## config.mk

```make
export PLATFORM = sky130hd
export DESIGN_NAME = go_back_n_sender_window_flat
export DESIGN_NICKNAME = d
export VERILOG_FILES = /design/src/gbn_pkg.sv /design/src/gbn_in_if.sv /design/src/gbn_out_if.sv /design/src/gbn_cfg.sv /design/src/gbn_ctrl.sv /design/src/gbn_dp.sv /design/src/go_back_n_sender_window.sv /design/src/flat_wrapper.sv
export SDC_FILE = /design/constraint.sdc
export NUM_CORES = 1
export LEC_CHECK = 0
export BUFFER_PORTS_ARGS = -buffer_cell sky130_fd_sc_hd__buf_2
export CAP_MARGIN = 20
export CORE_UTILIZATION = 41
export DETAILED_ROUTE_END_ITERATION = 10
export GPL_ROUTABILITY_DRIVEN = 1
export PLACE_DENSITY = 0.61
export SLEW_MARGIN = 20
export SYNTH_ARGS = -nofsm -noshare
export SYNTH_HDL_FRONTEND = slang
export SYNTH_HIERARCHICAL = 1
export SYNTH_SLANG_ARGS = --single-unit
```

## constraint.sdc

```tcl
create_clock -name i_clk -period 6.02 [get_ports i_clk]
set_clock_uncertainty 0.05 [all_clocks]
set_input_delay 0.602 -clock i_clk [delete_from_list [all_inputs] [get_ports i_clk]]
set_output_delay 0.602 -clock i_clk [all_outputs]
set_load 0.01 [all_outputs]
```

## src/gbn_pkg.sv

```systemverilog
`default_nettype none
package gbn_pkg;

    // Packet numbers, counters and configuration data are 16 bits wide; the window size uses 6 of them.
    localparam int SEQ_W = 16;
    typedef logic [SEQ_W-1:0] t_seq;

    // The end-of-transfer word carries all ones as its packet number.
    localparam t_seq END_MARK = '1;

    // Item kinds.
    localparam int OP_W = 2;
    typedef logic [OP_W-1:0] t_op;
    localparam t_op OP_SEND = 2'd0;
    localparam t_op OP_ACK  = 2'd1;
    localparam t_op OP_TICK = 2'd2;

    // Configuration register map.
    localparam int CFG_IDX_W  = 2;
    localparam int CFG_DATA_W = 16;
    localparam int WSIZE_W    = 6;
    typedef logic [CFG_IDX_W-1:0] t_cfg_idx;
    localparam t_cfg_idx CFG_WINDOW_SIZE   = 2'd0;
    localparam t_cfg_idx CFG_PACKET_COUNT  = 2'd1;
    localparam t_cfg_idx CFG_TIMEOUT_TICKS = 2'd2;

    localparam logic [WSIZE_W-1:0] RST_WINDOW_SIZE   = 6'd4;
    localparam t_seq               RST_PACKET_COUNT  = 16'd16;
    localparam t_seq               RST_TIMEOUT_TICKS = 16'd1;

    typedef enum logic [1:0] {
        ST_IDLE,
        ST_EXEC,
        ST_SLIDE,
        ST_RESEND
    } t_state;

    // Commands from the controller to the datapath.
    typedef struct packed {
        logic latch;         // capture the accepted input word
        logic send_emit;     // load the send-slot result into the output register
        logic mark;          // set the acknowledge mark of the latched ack
        logic slide_step;    // clear the base mark and advance the base by one
        logic wait_clear;    // clear the full-window tick counter
        logic wait_inc;      // saturating increment of the tick counter
        logic resend_start;  // rewind the send pointer to the base, latch the stop point
        logic resend_emit;   // load one retransmission into the output register
    } t_cmd;

    // Status from the datapath to the controller.
    typedef struct packed {
        t_op  op;
        logic send_has;      // a send slot produces a word
        logic ack_ok;        // latched ack lies inside the window
        logic full;          // window is full
        logic timeout_hit;   // this tick reaches the timeout
        logic slide_more;    // base packet is marked and below the packet count
        logic at_stop;       // send pointer sits at the last packet to resend
        logic out_free;      // output register can take a word this cycle
    } t_stat;

endpackage
`default_nettype wire

```

## src/gbn_in_if.sv

```systemverilog
`default_nettype none
interface gbn_in_if import gbn_pkg::*; ();
    logic valid;
    logic ready;
    t_op  op;
    t_seq ack_number;

    modport source (output valid, output op, output ack_number, input ready);
    modport sink   (input valid, input op, input ack_number, output ready);
endinterface
`default_nettype wire

```

## src/gbn_out_if.sv

```systemverilog
`default_nettype none
interface gbn_out_if import gbn_pkg::*; ();
    logic valid;
    logic ready;
    t_seq packet_number;
    logic end_of_transfer;
    logic is_resend;
    logic last;

    modport source (output valid, output packet_number, output end_of_transfer,
                    output is_resend, output last, input ready);
    modport sink   (input valid, input packet_number, input end_of_transfer,
                    input is_resend, input last, output ready);
endinterface
`default_nettype wire

```

## src/gbn_cfg.sv

```systemverilog
`default_nettype none
module gbn_cfg import gbn_pkg::*; #(
    parameter int WINDOW_MAX = 32,
    localparam int WW = $clog2(WINDOW_MAX + 1)
) (
    input  wire logic                  i_clk,
    input  wire logic                  i_rst_n,
    input  wire logic                  i_cfg_we,
    input  wire t_cfg_idx              i_cfg_idx,
    input  wire logic [CFG_DATA_W-1:0] i_cfg_data,
    output logic      [WW-1:0]         o_win,
    output t_seq                       o_pcount,
    output t_seq                       o_limit
);

    localparam int CW = (WSIZE_W > WW) ? WSIZE_W : WW;

    logic [WSIZE_W-1:0] r_window_size;
    t_seq               r_packet_count;
    t_seq               r_timeout_ticks;
    logic [CW-1:0]      ws_ext;

    always_ff @(posedge i_clk) begin
        if (!i_rst_n) begin
            r_window_size   <= RST_WINDOW_SIZE;
            r_packet_count  <= RST_PACKET_COUNT;
            r_timeout_ticks <= RST_TIMEOUT_TICKS;
        end else if (i_cfg_we) begin
            case (i_cfg_idx)
                CFG_WINDOW_SIZE:   r_window_size   <= i_cfg_data[WSIZE_W-1:0];
                CFG_PACKET_COUNT:  r_packet_count  <= i_cfg_data[SEQ_W-1:0];
                CFG_TIMEOUT_TICKS: r_timeout_ticks <= i_cfg_data[SEQ_W-1:0];
                default: ;
            endcase
        end
    end

    // A zero window acts as one; a window above the mark storage acts as its depth.
    assign ws_ext = CW'(r_window_size);

    always_comb begin
        if (r_window_size == '0) begin
            o_win = WW'(1);
        end else if (ws_ext > CW'(WINDOW_MAX)) begin
            o_win = WW'(WINDOW_MAX);
        end else begin
            o_win = WW'(ws_ext);
        end
    end

    // The all-ones number is the end marker, so the packet count never exceeds it;
    // with 16-bit numbers the register can hold nothing larger.
    assign o_pcount = r_packet_count;
    assign o_limit  = (r_timeout_ticks == '0) ? t_seq'(1) : r_timeout_ticks;

endmodule
`default_nettype wire

```

## src/gbn_ctrl.sv

```systemverilog
`default_nettype none
module gbn_ctrl import gbn_pkg::*; (
    input  wire logic  i_clk,
    input  wire logic  i_rst_n,
    input  wire logic  i_in_valid,
    output logic       o_in_ready,
    input  wire t_stat i_stat,
    output t_cmd       o_cmd
);

    t_state r_state;
    t_state n_state;

    always_ff @(posedge i_clk) begin
        if (!i_rst_n) begin
            r_state <= ST_IDLE;
        end else begin
            r_state <= n_state;
        end
    end

    always_comb begin
        n_state = r_state;
        case (r_state)
            ST_IDLE: begin
                if (i_in_valid) n_state = ST_EXEC;
            end
            ST_EXEC: begin
                case (i_stat.op)
                    OP_SEND: begin
                        if (!i_stat.send_has || i_stat.out_free) n_state = ST_IDLE;
                    end
                    OP_ACK: begin
                        n_state = i_stat.ack_ok ? ST_SLIDE : ST_IDLE;
                    end
                    OP_TICK: begin
                        n_state = (i_stat.full && i_stat.timeout_hit) ? ST_RESEND : ST_IDLE;
                    end
                    default: n_state = ST_IDLE;
                endcase
            end
            ST_SLIDE: begin
                if (!i_stat.slide_more) n_state = ST_IDLE;
            end
            ST_RESEND: begin
                if (i_stat.out_free && i_stat.at_stop) n_state = ST_IDLE;
            end
            default: n_state = ST_IDLE;
        endcase
    end

    always_comb begin
        o_cmd      = '0;
        o_in_ready = 1'b0;
        case (r_state)
            ST_IDLE: begin
                o_in_ready = 1'b1;
                o_cmd.latch = i_in_valid;
            end
            ST_EXEC: begin
                case (i_stat.op)
                    OP_SEND: begin
                        o_cmd.send_emit = i_stat.send_has && i_stat.out_free;
                    end
                    OP_ACK: begin
                        o_cmd.mark = i_stat.ack_ok;
                    end
                    OP_TICK: begin
                        if (!i_stat.full) begin
                            o_cmd.wait_clear = 1'b1;
                        end else if (i_stat.timeout_hit) begin
                            o_cmd.resend_start = 1'b1;
                        end else begin
                            o_cmd.wait_inc = 1'b1;
                        end
                    end
                    default: ;
                endcase
            end
            ST_SLIDE: begin
                o_cmd.slide_step = i_stat.slide_more;
            end
            ST_RESEND: begin
                o_cmd.resend_emit = i_stat.out_free;
            end
            default: ;
        endcase
    end

    // A word is only loaded when the output register can take it.
    a_emit_free: assert property (@(posedge i_clk) disable iff (!i_rst_n)
        (o_cmd.send_emit || o_cmd.resend_emit) |-> i_stat.out_free)
        else $error("word loaded into a full output register");

    // The final retransmission returns the controller to idle.
    a_resend_end: assert property (@(posedge i_clk) disable iff (!i_rst_n)
        (o_cmd.resend_emit && i_stat.at_stop) |=> (r_state == ST_IDLE))
        else $error("resend burst did not end at its stop point");

    // State-changing datapath commands never overlap.
    a_cmd_excl: assert property (@(posedge i_clk) disable iff (!i_rst_n)
        $onehot0({o_cmd.latch, o_cmd.send_emit, o_cmd.mark, o_cmd.slide_step,
                  o_cmd.wait_clear, o_cmd.wait_inc, o_cmd.resend_start,
                  o_cmd.resend_emit}))
        else $error("overlapping datapath commands");

endmodule
`default_nettype wire

```

## src/gbn_dp.sv

```systemverilog
`default_nettype none
module gbn_dp import gbn_pkg::*; #(
    parameter int WINDOW_MAX = 32,
    localparam int WW = $clog2(WINDOW_MAX + 1)
) (
    input  wire logic          i_clk,
    input  wire logic          i_rst_n,
    input  wire t_cmd          i_cmd,
    output t_stat              o_stat,
    input  wire logic [WW-1:0] i_win,
    input  wire t_seq          i_pcount,
    input  wire t_seq          i_limit,
    input  wire t_op           i_op,
    input  wire t_seq          i_ack_number,
    input  wire logic          i_out_ready,
    output logic               o_out_valid,
    output t_seq               o_packet_number,
    output logic               o_end_of_transfer,
    output logic               o_is_resend,
    output logic               o_last
);

    localparam int IW = $clog2(WINDOW_MAX);
    localparam int TW = SEQ_W + 1;
    localparam logic [IW-1:0] IDX_LAST = IW'(WINDOW_MAX - 1);

    t_op                   r_op;
    t_seq                  r_ack;
    t_seq                  r_base;
    t_seq                  r_next;
    t_seq                  r_wait;
    t_seq                  r_stop;
    logic                  r_finished;
    logic [IW-1:0]         r_base_idx;
    logic [WINDOW_MAX-1:0] r_marks;

    logic                  r_out_valid;
    t_seq                  r_out_num;
    logic                  r_out_end;
    logic                  r_out_rs;
    logic                  r_out_last;

    logic [TW-1:0] top;
    logic [TW-1:0] pc_m1;
    logic [TW-1:0] stop;
    t_seq          wait_inc;
    t_seq          ack_off;
    logic [IW:0]   idx_sum;
    logic [IW-1:0] ack_idx;
    logic [IW-1:0] base_idx_inc;
    logic          out_free;

    // Window top is base + size - 1, one bit wider than a packet number.
    assign top   = TW'(r_base) + TW'(i_win) - TW'(1);
    assign pc_m1 = TW'(i_pcount) - TW'(1);
    assign stop  = (top < pc_m1) ? top : pc_m1;

    assign wait_inc = (r_wait != '1) ? r_wait + t_seq'(1) : r_wait;

    // Mark slot of the ack: the base slot plus the offset into the window, wrapped once.
    assign ack_off = r_ack - r_base;
    assign idx_sum = (IW + 1)'(r_base_idx) + (IW + 1)'(ack_off[IW-1:0]);
    assign ack_idx = (idx_sum >= (IW + 1)'(WINDOW_MAX)) ?
                     IW'(idx_sum - (IW + 1)'(WINDOW_MAX)) : IW'(idx_sum);

    assign base_idx_inc = (r_base_idx == IDX_LAST) ? '0 : r_base_idx + IW'(1);

    assign out_free = !r_out_valid || i_out_ready;

    always_comb begin
        o_stat.op          = r_op;
        o_stat.send_has    = !r_finished &&
                             ((r_next >= i_pcount) || (TW'(r_next) <= top));
        o_stat.ack_ok      = (r_ack >= r_base) && (TW'(r_ack) <= top) && (r_ack < i_pcount);
        o_stat.full        = (r_next < i_pcount) && (TW'(r_next) > top);
        o_stat.timeout_hit = wait_inc >= i_limit;
        o_stat.slide_more  = (r_base < i_pcount) && r_marks[r_base_idx];
        o_stat.at_stop     = (r_next == r_stop);
        o_stat.out_free    = out_free;
    end

    always_ff @(posedge i_clk) begin
        if (i_cmd.latch) begin
            r_op  <= i_op;
            r_ack <= i_ack_number;
        end
        if (i_cmd.resend_start) begin
            r_stop <= stop[SEQ_W-1:0];
        end
    end

    always_ff @(posedge i_clk) begin
        if (!i_rst_n) begin
            r_base     <= '0;
            r_next     <= '0;
            r_wait     <= '0;
            r_finished <= 1'b0;
            r_base_idx <= '0;
            r_marks    <= '0;
        end else begin
            if (i_cmd.send_emit) begin
                if (r_next < i_pcount) begin
                    r_next <= r_next + t_seq'(1);
                end else begin
                    r_finished <= 1'b1;
                end
            end
            if (i_cmd.mark) begin
                r_marks[ack_idx] <= 1'b1;
            end
            if (i_cmd.slide_step) begin
                r_marks[r_base_idx] <= 1'b0;
                r_base              <= r_base + t_seq'(1);
                r_base_idx          <= base_idx_inc;
                r_wait              <= '0;
            end
            if (i_cmd.wait_clear) begin
                r_wait <= '0;
            end
            if (i_cmd.wait_inc) begin
                r_wait <= wait_inc;
            end
            if (i_cmd.resend_start) begin
                r_next <= r_base;
                r_wait <= '0;
            end
            if (i_cmd.resend_emit) begin
                r_next <= r_next + t_seq'(1);
            end
        end
    end

    // Output register: loads a word when free, otherwise holds it until taken.
    always_ff @(posedge i_clk) begin
        if (!i_rst_n) begin
            r_out_valid <= 1'b0;
        end else if (i_cmd.send_emit || i_cmd.resend_emit) begin
            r_out_valid <= 1'b1;
        end else if (i_out_ready) begin
            r_out_valid <= 1'b0;
        end
    end

    always_ff @(posedge i_clk) begin
        if (i_cmd.send_emit) begin
            r_out_num  <= (r_next < i_pcount) ? r_next : END_MARK;
            r_out_end  <= !(r_next < i_pcount);
            r_out_rs   <= 1'b0;
            r_out_last <= 1'b1;
        end else if (i_cmd.resend_emit) begin
            r_out_num  <= r_next;
            r_out_end  <= 1'b0;
            r_out_rs   <= 1'b1;
            r_out_last <= (r_next == r_stop);
        end
    end

    assign o_out_valid       = r_out_valid;
    assign o_packet_number   = r_out_num;
    assign o_end_of_transfer = r_out_end;
    assign o_is_resend       = r_out_rs;
    assign o_last            = r_out_last;

    // The base slot tracks the base modulo the mark depth and never leaves the array.
    a_base_idx: assert property (@(posedge i_clk) disable iff (!i_rst_n)
        (IW + 1)'(r_base_idx) < (IW + 1)'(WINDOW_MAX))
        else $error("base slot outside the mark array");

    // A timeout burst always starts with the tick counter cleared.
    a_resend_wait: assert property (@(posedge i_clk) disable iff (!i_rst_n)
        i_cmd.resend_start |=> (r_wait == '0))
        else $error("tick counter not cleared at resend start");

endmodule
`default_nettype wire

```

## src/go_back_n_sender_window.sv

```systemverilog
`default_nettype none
// Channel   Dir  Fields                                           Meaning
// i_item    in   op, ack_number                                   send slot, ack or tick
// o_result  out  packet_number, end_of_transfer, is_resend, last  packet to transmit
// i_cfg_*   in   we, idx, data                                    window, count, timeout
//
// An input word is taken in one cycle and worked in the next. A send slot, a tick without
// timeout and an ack outside the window end there, a send slot once the output can take its word.
// An ack inside the window then steps the window base past each marked packet; a timeout
// then retransmits each packet from the base to the stop point whenever the output register
// can take a word.
// Reset is synchronous and active low; it clears the acknowledge marks.
// A stalled output holds its word while a following send slot waits in the datapath.
module go_back_n_sender_window import gbn_pkg::*; #(
    parameter int WINDOW_MAX = 32
) (
    input  wire logic                  i_clk,
    input  wire logic                  i_rst_n,
    input  wire logic                  i_cfg_we,
    input  wire t_cfg_idx              i_cfg_idx,
    input  wire logic [CFG_DATA_W-1:0] i_cfg_data,
    gbn_in_if.sink                     i_item,
    gbn_out_if.source                  o_result
);

    localparam int WW = $clog2(WINDOW_MAX + 1);

    // Effective configuration: window clamped to the mark depth, timeout at least one.
    logic [WW-1:0] win;
    t_seq          pcount;
    t_seq          limit;

    // Controller and datapath talk only through these two bundles.
    t_cmd  cmd;
    t_stat stat;

    gbn_cfg #(
        .WINDOW_MAX (WINDOW_MAX)
    ) u_cfg (
        .i_clk      (i_clk),
        .i_rst_n    (i_rst_n),
        .i_cfg_we   (i_cfg_we),
        .i_cfg_idx  (i_cfg_idx),
        .i_cfg_data (i_cfg_data),
        .o_win      (win),
        .o_pcount   (pcount),
        .o_limit    (limit)
    );

    // The controller accepts a new word only when it is idle, and sequences the window slide
    // and the resend burst one packet per cycle, the burst only while the output is free.
    gbn_ctrl u_ctrl (
        .i_clk      (i_clk),
        .i_rst_n    (i_rst_n),
        .i_in_valid (i_item.valid),
        .o_in_ready (i_item.ready),
        .i_stat     (stat),
        .o_cmd      (cmd)
    );

    // The datapath holds the window pointers, the marks and the output register.
    gbn_dp #(
        .WINDOW_MAX (WINDOW_MAX)
    ) u_dp (
        .i_clk             (i_clk),
        .i_rst_n           (i_rst_n),
        .i_cmd             (cmd),
        .o_stat            (stat),
        .i_win             (win),
        .i_pcount          (pcount),
        .i_limit           (limit),
        .i_op              (i_item.op),
        .i_ack_number      (i_item.ack_number),
        .i_out_ready       (o_result.ready),
        .o_out_valid       (o_result.valid),
        .o_packet_number   (o_result.packet_number),
        .o_end_of_transfer (o_result.end_of_transfer),
        .o_is_resend       (o_result.is_resend),
        .o_last            (o_result.last)
    );

endmodule
`default_nettype wire
```

## src/flat_wrapper.sv

```systemverilog
// flat-port wrapper written by rule: the top's interface ports become plain ports
module go_back_n_sender_window_flat import gbn_pkg::*;
#(
    parameter int WINDOW_MAX = 32
)
  (i_clk, i_rst_n, i_cfg_we, i_cfg_idx, i_cfg_data, i_item_valid, i_item_op, i_item_ack_number, i_item_ready, o_result_valid, o_result_packet_number, o_result_end_of_transfer, o_result_is_resend, o_result_last, o_result_ready);
  gbn_in_if i_item_i ();
  gbn_out_if o_result_i ();
  input  wire logic i_clk;
  input  wire logic i_rst_n;
  input  wire logic i_cfg_we;
  input  wire t_cfg_idx i_cfg_idx;
  input  wire logic [CFG_DATA_W-1:0] i_cfg_data;
  input wire logic [$bits(i_item_i.valid)-1:0] i_item_valid;
  input wire logic [$bits(i_item_i.op)-1:0] i_item_op;
  input wire logic [$bits(i_item_i.ack_number)-1:0] i_item_ack_number;
  output wire logic [$bits(i_item_i.ready)-1:0] i_item_ready;
  output wire logic [$bits(o_result_i.valid)-1:0] o_result_valid;
  output wire logic [$bits(o_result_i.packet_number)-1:0] o_result_packet_number;
  output wire logic [$bits(o_result_i.end_of_transfer)-1:0] o_result_end_of_transfer;
  output wire logic [$bits(o_result_i.is_resend)-1:0] o_result_is_resend;
  output wire logic [$bits(o_result_i.last)-1:0] o_result_last;
  input wire logic [$bits(o_result_i.ready)-1:0] o_result_ready;
  assign i_item_i.valid = i_item_valid;
  assign i_item_i.op = i_item_op;
  assign i_item_i.ack_number = i_item_ack_number;
  assign i_item_ready = i_item_i.ready;
  assign o_result_valid = o_result_i.valid;
  assign o_result_packet_number = o_result_i.packet_number;
  assign o_result_end_of_transfer = o_result_i.end_of_transfer;
  assign o_result_is_resend = o_result_i.is_resend;
  assign o_result_last = o_result_i.last;
  assign o_result_i.ready = o_result_ready;
  go_back_n_sender_window #(.WINDOW_MAX(WINDOW_MAX)) u_core (.i_clk(i_clk), .i_rst_n(i_rst_n), .i_cfg_we(i_cfg_we), .i_cfg_idx(i_cfg_idx), .i_cfg_data(i_cfg_data), .i_item(i_item_i), .o_result(o_result_i));
endmodule
```

After elaboration in Yosys (flattened, before gate mapping)
Cells that the tools add are included.
{ "op_classes": {"n_lt_le_gt_ge": 16, "n_reduce_logical": 35, "eq_ne": 14, "n_addsub": 10, "muxes": 51, "bitwise_logic": 5} }
{ "ops": {"columns": ["op", "n"], "rows": [
  ["$mux 16", 13],
  ["$mux 32", 3],
  ["$add 16x1->16 const B", 3],
  ["$ge 16x16->1", 3],
  ["$lt 16x16->1", 3],
  ["$le 16x17->1", 2],
  ["$and 32x32->32", 1],
  ["$not 32->32", 1],
  ["$or 32x32->32", 1],
  ["$add 16x6->17", 1],
  ["$gt 16x17->1", 1],
  ["$lt 17x17->1", 1],
  ["$sub 16x1->17 const B", 1],
  ["$sub 17x1->17 const B", 1],
  ["$eq 16x16->1", 1],
  ["$logic_not 16->1", 1],
  ["$mux 1", 16],
  ["$mux 2", 8],
  ["$ne 16x16->1 const B", 1],
  ["$lt 5x6->1 const B", 2],
  ["$mux 6", 2],
  ["$demux 1 s5", 2],
  ["$ge 5x1->1 const B", 2],
  ["$logic_and 1x1->1", 10],
  ["26 further kinds", 51]
]} }
{ "totals": {"regBits": 180, "out_inout_bits": 21, "elab_cells": 149} }

Depth between registers and ports, before layout
Gate-level depths: netlist of run 1.
{ "logic_depth": {"ltp_word": 15, "ltp_mapped": 32} }

Cells and area by module
Netlist of run 1, hierarchy kept.
{ "modules_own_cells": {"columns": ["mod", "area_each_um2", "seq_area_each_um2", "instances", "cells_per_inst"], "rows": [
  ["gbn_dp", 10792.9, 3313.2, 1, 1218],
  ["gbn_cfg", 1587.8, 760.7, 1, 189],
  ["gbn_ctrl", 242.7, 40.0, 1, 34]
]} }

Least setup slack after synthesis of run 1
No wires, ideal clock.
{ "synth_timing": {"path_type": "register -> register", "from": "reg u_core.u_cfg.r_window_size[1]", "to": "reg u_core.u_dp.r_next[10]", "setup_ns": 0.132, "setup_slack_ns": -0.148, "n_path_buf": 3, "required_ns": 5.838, "arrival_time_ns": 5.986, "stages_incl_launch_ff": 32, "synth_period_minus_slack_ns": 6.168, "path_cell_list": "dfxtp_1 -> nor4_1 -> nor2_1 -> nor2_1 -> inv_1 -> ha_1 -> inv_1 -> ha_1 -> inv_1 -> fa_1 -> nand2b_1 -> a21oi_1 -> nor3_1 -> o21bai_1 -> a21oi_1 -> xor2_1 -> ha_1 -> nand4_1 -> a211oi_1 -> a2111oi_0 -> maj3_1 -> o211a_1 -> nor2_1 -> nand3_1 -> nor2_1 -> nor2b_1 -> clkbuf_1 -> buf_1 -> clkbuf_1 -> nor2_1 -> o21ai_0 -> a21oi_1"} }
{ "synth_lines": {"columns": ["element", "line", "rtl"], "rows": [
  ["start, declared", "gbn_cfg.sv:18", "logic [WSIZE_W-1:0] r_window_size;"],
  ["start signal, assigned", "gbn_cfg.sv:30", "CFG_WINDOW_SIZE: r_window_size <= i_cfg_data[WSIZE_W-1:0];"],
  ["end signal, assigned", "gbn_dp.sv:103", "r_next <= r_next + t_seq'(1);"],
  ["end signal, assigned", "gbn_dp.sv:124", "r_next <= r_base;"],
  ["end signal, assigned", "gbn_dp.sv:128", "r_next <= r_next + t_seq'(1);"],
  ["end, declared", "gbn_dp.sv:30", "t_seq r_next;"]
]} }

==> flow_metrics.tcl, run 1 <==
set metrics [dict create \
    status "complete, no violations" \
    viasPerCell 5.53 \
    ir_drop_mv 0.167 \
    io_pins 62 \
    drt-initial-drc-count 700 \
    powerDensity_nw_per_um2 218 \
    min_period_over_period 0.953 \
    synth_flop_cell "dfxtp_1" \
    leakagePower_nw 5.88 \
    layout.nets 1700 \
    clkTransAtPathRegs_ns 0.08 \
    synth.area.mux_share 0.0386 \
    dr.pass1.iters 6 \
    route.detailed.drc 0 \
    grt_usage 0.225 \
    synth_top_family_by_area "simple AND/OR/NAND/NOR gates" \
    clock_power_share 0.366 \
    cts_max_path_buffers 2 \
    startpoint_type "flop" \
    switchingPower_mw 0.940 \
    drive_above_1_share 0.117 \
    synth-compound-area-share 0.171 \
    hold_path_startpoint "i_item_ack_number[11]" \
    synthSimpleGateAreaFrac 0.178 \
    whs_ns 0.286 \
    ant_nets 0 \
    grt_pass1_vias 9912 \
    setup_violations 0 \
    rows 63 \
    routabilityCongestion 0.953 \
    max_slew_margin 0.245 \
    critical_path_class "reg2reg" \
    clk-insertion-delay-late_ns 0.44 \
    wl_per_cell_um 18.3 \
    critPathBufInv 4 \
    critPathTopFamily "compound AO/OA/AOI/OAI gates" \
    min_path_cells 1 \
    overflow 0 \
    tightest_slew_ns 1.13 \
    synth_area_per_cell_um2 8.76 \
    clock_sinks 180 \
    synth_edf_count 51 \
    design.core.area_um2 30000 \
    crit_slowest_cell "a2111oi_0" \
    yosys.area.top_type "dfxtp_1" \
    cap_violations 0 \
    rrSetupSlack_ns 0.28 \
    cts_max_level 4 \
    hold_viol 0 \
    cts_hold_buf 0 \
    netlist_top_cells_area "dfxtp_1, ha_1, edfxtp_1" \
    chipHeight_um 177 \
    slowest_delay_ns 0.38 \
    synth_top_area_share 0.205 \
    dieArea_um2 31500 \
    ys_seq_area_frac 0.326 \
    synthAdderAreaFrac 0.172 \
    finalCriticalPeriod_ns 5.74 \
    die_w_um 177 \
    fillCellCount 2949 \
    synthArstFlopShare 0 \
    synthCells 1441 \
    synth-xor-area-share 0.0611 \
    cts-buffers-inserted 17 \
    final_max_slew_viol_count 0 \
    timing.rr.end "u_core/u_dp/r_next[12]" \
    cp_max_fo 7 \
    cts_resized 0 \
    ys_warn_count 6 \
    netSwitchingFraction 0.307 \
    pwr-share-comb 0.204 \
    whs_endpoint "u_core/u_dp/r_ack[11]" \
    clockRootBuffer "clkbuf_16" \
    vias 10500 \
    crit_arrival_ns 5.99 \
    grt_max_degree 78 \
    start_util 0.421 \
    end_kind "flop" \
    seqPwrFrac 0.430 \
    synthDistinctLibCells 91 \
    reg2reg_depth 26 \
    hpwlAfterDp_um 27000 \
    syn_nets 1652 \
    grt_first_pass_wirelength_um 54600 \
    finalPower_mw 3.07 \
    antennaDiodeCount 0 \
    final_core_util 0.469 \
    p_int_mw 2.13 \
    setup-tns-final_ns 0 \
    cts_setup_buffers 0 \
    fmax_mhz 174 \
    drt_wl_total_um 34600 \
    antenna_found_initial 0 \
    area_growth_pct 11.2 \
    ys_ff_latch 180 \
    regToRegStartpoint "u_core/u_cfg/r_window_size[5]" \
    min_path_type "in2reg" \
    port-buffer-count 61 \
    cp.required_ns 6.27 \
    synthesis.area_um2 12600 \
    tritoncts "done" \
]
[worst reg2reg max path: cells and delay by family, from the launching register on]
| kind | cells | cell delay, ns |
|---|---|---|
| flip-flops | 1 | 0.37 |
| buffers and inverters | 4 | 0.46 |
| AO/OA/AOI/OAI | 11 | 2.31 |
| AND/OR/NAND/NOR | 6 | 0.86 |
| adder cells (fa/ha/maj) | 4 | 1.34 |
| XOR/XNOR | 1 | 0.21 |
[how the worst max path moves through the flow]
stage                                             start                        endpoint  slack, ns  cells past startpoint
after global placement    u_core/u_cfg/r_window_size[1]           u_core/u_dp/r_next[3]       0.29                     29
final                     u_core/u_cfg/r_window_size[5]          u_core/u_dp/r_next[12]       0.28                     26
after global routing      u_core/u_cfg/r_window_size[1]  u_core/u_dp/o_packet_number[6]   -0.00006                     26
after floorplan           u_core/u_cfg/r_window_size[1]          u_core/u_dp/r_next[10]       0.14                     31
after detailed placement  u_core/u_cfg/r_window_size[1]           u_core/u_dp/r_wait[3]       0.07                     28
after CTS                 u_core/u_cfg/r_window_size[1]           u_core/u_dp/r_wait[3]       0.07                     28
[cells in the mapped netlist (all sizes together), types with 21 or more instances]
cell type  instances
a21o              39
xor2              21
o21ai             83
nand3             25
a21boi            32
inv              109
clkbuf            48
a21oi            102
nor2             133
nand2b            25
nor3              25
edfxtp            51
dfxtp            129
ha               167
xnor2             64
nand4             25
mux2i             25
nand2            131
[kinds of logic (layout without fill, tap and decap cells)]
group / Yosys count / count (layout)
multiplexers: 37 / 37
adder cells (fa/ha/maj): 172 / 172
AO/OA/AOI/OAI: 338 / 338
AND/OR/NAND/NOR: 457 / 457
buffers and inverters: 172 / 233
XOR/XNOR: 85 / 85
flip-flops: 180 / 180
[registers in the layout (all words and copies together) (netlist names), 2 cells and up]
| register | count |
|---|---|
| u_core/u_cfg/r_timeout_ticks | 16 |
| u_core/u_dp/r_base | 16 |
| u_core/u_cfg/r_window_size | 6 |
| u_core/u_dp/o_packet_number | 16 |
| u_core/u_dp/r_stop | 16 |
| u_core/u_dp/r_base_idx | 5 |
| u_core/u_dp/r_ack | 16 |
| u_core/u_dp/r_marks | 32 |
| u_core/u_ctrl/r_state | 2 |
| u_core/u_dp/r_wait | 16 |
| u_core/u_dp/r_op | 2 |
| u_core/u_dp/r_next | 16 |
| u_core/u_cfg/o_pcount | 16 |
[metrics by stage]
| stage | std cells | instance area [um2] | setup slack (ns) |
|---|---|---|---|
| 2_1_floorplan | 1441 | 12600 | 0.139 |
| 3_3_place_gp | 1860 | 13400 | 0.290 |
| 3_5_place_dp | 1860 | 13400 | 0.0702 |
| 4_1_cts | 1892 | 14000 | 0.0668 |
| 5_1_grt | 1892 | 14000 | -0.0000604 |
| 6_report | 1892 | 14000 | 0.280 |
[metal layers]
layer	track usage	routed length (um)	vias up
met5	0	0	-
met4	0.0627	605	0
met3	0.0448	1600	37
met2	0.380	16700	250
met1	0.289	15700	4972
li1	-	-	5198
[cell usage in the layout, fill, tap and decap left out, drive strengths merged, types with 32 or more instances in the layout]
cell type    n
dfxtp      129
edfxtp      51
a21oi      102
nor2       133
o21ai       83
a21o        39
ha         167
buf         91
a21boi      32
inv        115
nand2      131
xnor2       64
[power by group through the flow]
stage / logic [mW] / clock network (mW) / registers (mW)
CTS: 0.619 / 1.15 / 1.32
finish: 0.627 / 1.12 / 1.32
global placement: 0.606 / 0 / 1.35
detailed placement: 0.616 / 0 / 1.35
global route: 0.695 / 1.20 / 1.32
floorplan: 0.436 / 0 / 1.34
[area by class of cell]
type,instances,area (um2),area share
Timing Repair Buffer,91,547,0.0389
Multi-Input combinational cell,1089,7890,0.562
Inverter,110,413,0.0294
Clock inverter,13,136,0.00971
Tap cell,390,488,0.0348
Clock buffer,19,453,0.0323
Sequential cell,180,4110,0.293
Note: power is estimated with default switching activity, not from simulation.
==> run 2: changes to the inputs <==
PLACE_DENSITY = 0.59   (was 0.61)
clock period = 6.2 ns   (was 6.02 ns; I/O delays follow)
==> flow_metrics.tcl, run 2 (synthesis gave the netlist of run 1 again) <==
set metrics [dict create \
    critPathTopFamily "compound AO/OA/AOI/OAI gates" \
    status "complete, no violations" \
    reg2reg_depth 28 \
    tightest_slew_ns 1.13 \
    layout.nets 1703 \
    die_w_um 177 \
    grt_max_degree 78 \
    dieArea_um2 31500 \
    hpwlAfterDp_um 27000 \
    design.core.area_um2 30000 \
    antennaDiodeCount 0 \
    viasPerCell 5.52 \
    clkTransAtPathRegs_ns 0.08 \
    clock_sinks 180 \
    routabilityCongestion 0.927 \
    cp_max_fo 12 \
    chipHeight_um 177 \
    final_cell_mix "ha_1, nor2_1, nand2_1" \
    crit_slowest_cell "a2111oi_1" \
    timing.rr.end "u_core/u_dp/r_next[12]" \
    fmax_mhz 168 \
    stdcell_area_um2 14100 \
    overflow 0 \
    rows 63 \
    finalPower_mw 3.04 \
    dr.pass1.iters 6 \
    ant_nets 0 \
    whs_endpoint "u_core/u_dp/r_ack[8]" \
    clockRootBuffer "clkbuf_16" \
    largest_reg_flops 32 \
    leakagePower_nw 5.90 \
    vias 10500 \
    clk-insertion-delay-late_ns 0.44 \
    startpoint_type "flop" \
    final_max_slew_viol_count 0 \
    min_path_cells 1 \
    critPathBufInv 4 \
    end_kind "flop" \
    cap_violations 0 \
    io_pins 62 \
    fillCellCount 2946 \
    max_slew_margin 0.243 \
    hold_path_startpoint "i_item_ack_number[8]" \
    finalCriticalPeriod_ns 5.94 \
    drt_wl_total_um 35200 \
    regToRegStartpoint "u_core/u_cfg/r_window_size[1]" \
    wl_per_cell_um 18.6 \
    hold_viol 0 \
    antenna_found_initial 0 \
    cts-buffers-inserted 17 \
    rrSetupSlack_ns 0.26 \
    setup_violations 0 \
    whs_ns 0.297 \
    crit_arrival_ns 6.19 \
    drive_above_1_share 0.113 \
    start_util 0.421 \
    route.detailed.drc 0 \
    place_area_um2 13400 \
    area_growth_pct 11.4 \
    ir_drop_mv 0.158 \
    rsz0062_at_grt "true" \
    cp.required_ns 6.45 \
    powerDensity_nw_per_um2 216 \
    slowest_delay_ns 0.39 \
    drt-initial-drc-count 770 \
    cts_hold_buf 0 \
    min_period_over_period 0.957 \
    tritoncts "done" \
    grt_first_pass_wirelength_um 55000 \
    multiInputGateArea_um2 7860 \
    grt_pass1_vias 10000 \
    grt_usage 0.228 \
    layout_commonest_cell "ha_1" \
    regArea_um2 4110 \
    min_path_type "in2reg" \
    setup-tns-final_ns 0 \
    port-buffer-count 61 \
    cts_max_path_buffers 2 \
    largest-register "u_core/u_dp/r_marks" \
    critical_path_class "reg2reg" \
    cts_max_level 4 \
]
run 2: cell types whose count changed in the layout (fill, tap and decap cells not counted), moves of 2 or more:
cell / previous run / this run
clkinv_4: 5 / 1
nor2_1: 128 / 131
bufinv_16: 0 / 2
clkinv_8: 2 / 0
inv_4: 0 / 2
inv_8: 3 / 1
nor2_2: 4 / 2
run 2: worst max-delay path by stage:
stage	start	to	slack, ns	cells past startpoint
6_report	u_core/u_cfg/r_window_size[1]	u_core/u_dp/r_next[12]	0.26	28
5_1_grt	u_core/u_cfg/r_window_size[1]	u_core/u_dp/r_next[12]	-0.06	28
4_1_cts	u_core/u_cfg/r_window_size[5]	u_core/u_dp/r_wait[5]	0.36	28
3_5_place_dp	u_core/u_cfg/r_window_size[1]	u_core/u_dp/r_wait[5]	0.38	30
3_3_place_gp	u_core/u_cfg/r_window_size[1]	u_core/u_dp/r_next[12]	0.46	28
2_1_floorplan	u_core/u_cfg/r_window_size[1]	u_core/u_dp/r_next[10]	0.03	31
run 2: final cells by class:
cell class,instances,area share
inverter,110,0.0294
multi-input combinational,1089,0.559
clock buffer,20,0.0340
timing repair buffer,94,0.0406
sequential,180,0.293
clock inverter,12,0.00970
tap,390,0.0347
run 2: what timing repair did:
action	in CTS	in global routing
resized for setup	0	9
setup buffers	0	4
endpoints found under the setup margin	0	20
run 2: per-layer routing:
layer,track usage,part of all wire
met4,0.0666,0.022
met5,0,0
met1,0.303,0.47
met3,0.0360,0.040
met2,0.380,0.47
run 2: metrics by stage:
step / setup WS, ns / util / std cells
after global placement: 0.459 / 0.447 / 1858
after CTS: 0.365 / 0.467 / 1890
after floorplan: 0.0315 / - / 1441
after global routing: -0.0569 / 0.469 / 1895
final: 0.265 / 0.469 / 1895
after detailed placement: 0.378 / 0.447 / 1858
run 2: power by group:
group / internal, mW / switching [mW]
sequential: 1.25 / 0.0300
combinational: 0.256 / 0.354
clock: 0.647 / 0.502
total: 2.15 / 0.886
==> run 3: changes to the inputs <==
SKIP_LAST_GASP = 1   (was not set)
clock period = 7.5 ns   (was 6.2 ns; I/O delays follow)
==> flow_metrics.tcl, run 3 (synthesis gave the netlist of run 1 again) <==
set metrics [dict create \
    grt_first_pass_wirelength_um 54500 \
    whs_ns 0.406 \
    antenna_found_initial 1 \
    area_growth_pct 9.42 \
    clockRootBuffer "clkbuf_16" \
    startpoint_type "flop" \
    tightest_slew_ns 1.14 \
    drt_wl_total_um 34500 \
    fillCellCount 2943 \
    hold_viol 0 \
    leakagePower_nw 5.75 \
    ant_nets 0 \
    layout.nets 1678 \
    largest_reg_flops 32 \
    clkTransAtPathRegs_ns 0.08 \
    start_util 0.421 \
    instances_no_fill 1871 \
    startpoint "u_core/u_dp/r_base[2]" \
    status "complete, no violations" \
    viasPerCell 5.48 \
    finalPower_mw 2.47 \
    overflow 0 \
    cp.required_ns 7.77 \
    cp_max_fo 22 \
    cap_violations 0 \
    layout_commonest_cell "ha_1" \
    min_path_cells 2 \
    rows 63 \
    cts-buffers-inserted 17 \
    critical_path_class "reg2reg" \
    largest-register "u_core/u_dp/r_marks" \
    hold_path_startpoint "u_core/u_cfg/o_pcount[9]" \
    design.core.area_um2 30000 \
    final_core_util 0.461 \
    hpwlAfterDp_um 26700 \
    cts_resized 0 \
    dr.pass1.iters 5 \
    cts_setup_buffers 0 \
    fmax_mhz 158 \
    cts_max_path_buffers 2 \
    timing.rr.end "u_core/u_dp/r_next[12]" \
    rrSetupSlack_ns 1.17 \
    end_kind "flop" \
    drive_above_1_share 0.0953 \
    final_cell_mix "ha_1, nor2_1, nand2_1" \
    place_ws_ns 1.25 \
    drt-initial-drc-count 743 \
    powerDensity_nw_per_um2 179 \
    chipHeight_um 177 \
    setup_violations 0 \
    cts_hold_buf 0 \
    finalCriticalPeriod_ns 6.33 \
    setup_slack_ns 1.17 \
    crit_arrival_ns 6.60 \
    die_w_um 177 \
    io_pins 62 \
    route.detailed.drc 0 \
    regToRegStartpoint "u_core/u_dp/r_base[2]" \
    grt_pass1_vias 9878 \
    cts_max_level 4 \
    routabilityCongestion 0.961 \
    clock_sinks 180 \
    vias 10300 \
    whs_endpoint "u_core/u_cfg/o_pcount[9]" \
    min_path_type "reg2reg" \
    wl_per_cell_um 18.4 \
    port-buffer-count 61 \
    setup-tns-final_ns 0 \
    reg2reg_depth 25 \
    stdcell_area_um2 13800 \
    clk-insertion-delay-late_ns 0.45 \
    max_slew_margin 0.239 \
    min_period_over_period 0.844 \
    tritoncts "done" \
    place_area_um2 13200 \
    grt_max_degree 78 \
    grt_usage 0.226 \
    placed_cells 1838 \
    dieArea_um2 31500 \
    rsz0062_at_grt "false" \
    final_max_slew_viol_count 0 \
    ir_drop_mv 0.153 \
]
[run 3: cell type report]
| cell class | count | area [um2] | area share |
|---|---|---|---|
| multi-input cells | 1089 | 7840 | 0.567 |
| diodes | 1 | 2.50 | 0.000181 |
| clock buffers | 18 | 429 | 0.0311 |
| clock inverters | 14 | 163 | 0.0118 |
| flip-flops and latches | 180 | 4110 | 0.298 |
| repair buffers | 69 | 365 | 0.0265 |
| inverters | 110 | 413 | 0.0299 |
| well taps | 390 | 488 | 0.0353 |
[run 3: layer usage]
metal | track usage | routed length, um
met1 | 0.293 | 15900
met2 | 0.387 | 16600
met3 | 0.0326 | 1330
met5 | 0 | 15
met4 | 0.0691 | 696
[run 3: power breakdown]
part	total [mW]	internal, mW	switching, mW
clock	0.919	0.475	0.444
sequential	1.06	1.03	0.0297
combinational	0.485	0.201	0.285
[run 3: worst max-delay path by stage]
stage                             endpoint  slack [ns]  cells after the start
CTS                 u_core/u_dp/r_next[12]        1.20                     25
detailed placement  u_core/u_dp/r_next[12]        1.25                     25
floorplan           u_core/u_dp/r_next[10]        1.33                     31
global placement     u_core/u_dp/r_next[8]        1.44                     28
finish              u_core/u_dp/r_next[12]        1.17                     25
global route        u_core/u_dp/r_next[12]        0.67                     25
[run 3: critical path: stages, from the launching register on]
cell and delay [ns]:
dfxtp_1 0.54, inv_1 0.17, ha_1 0.36, inv_1 0.06
ha_1 0.32, a211oi_2 0.20, nor2_1 0.10, o21a_1 0.17
nor2_1 0.16, o21bai_1 0.09, a21oi_1 0.18, xnor2_1 0.19
inv_1 0.15, ha_1 0.32, nand4_1 0.11, a211oi_1 0.20
a2111oi_0 0.11, maj3_1 0.37, o211a_1 0.24, nor2_1 0.24
nand3_1 0.20, nor2_1 0.17, nor2b_2 0.63, buf_4 0.36
a211oi_1 0.11, a2111oi_0 0.39
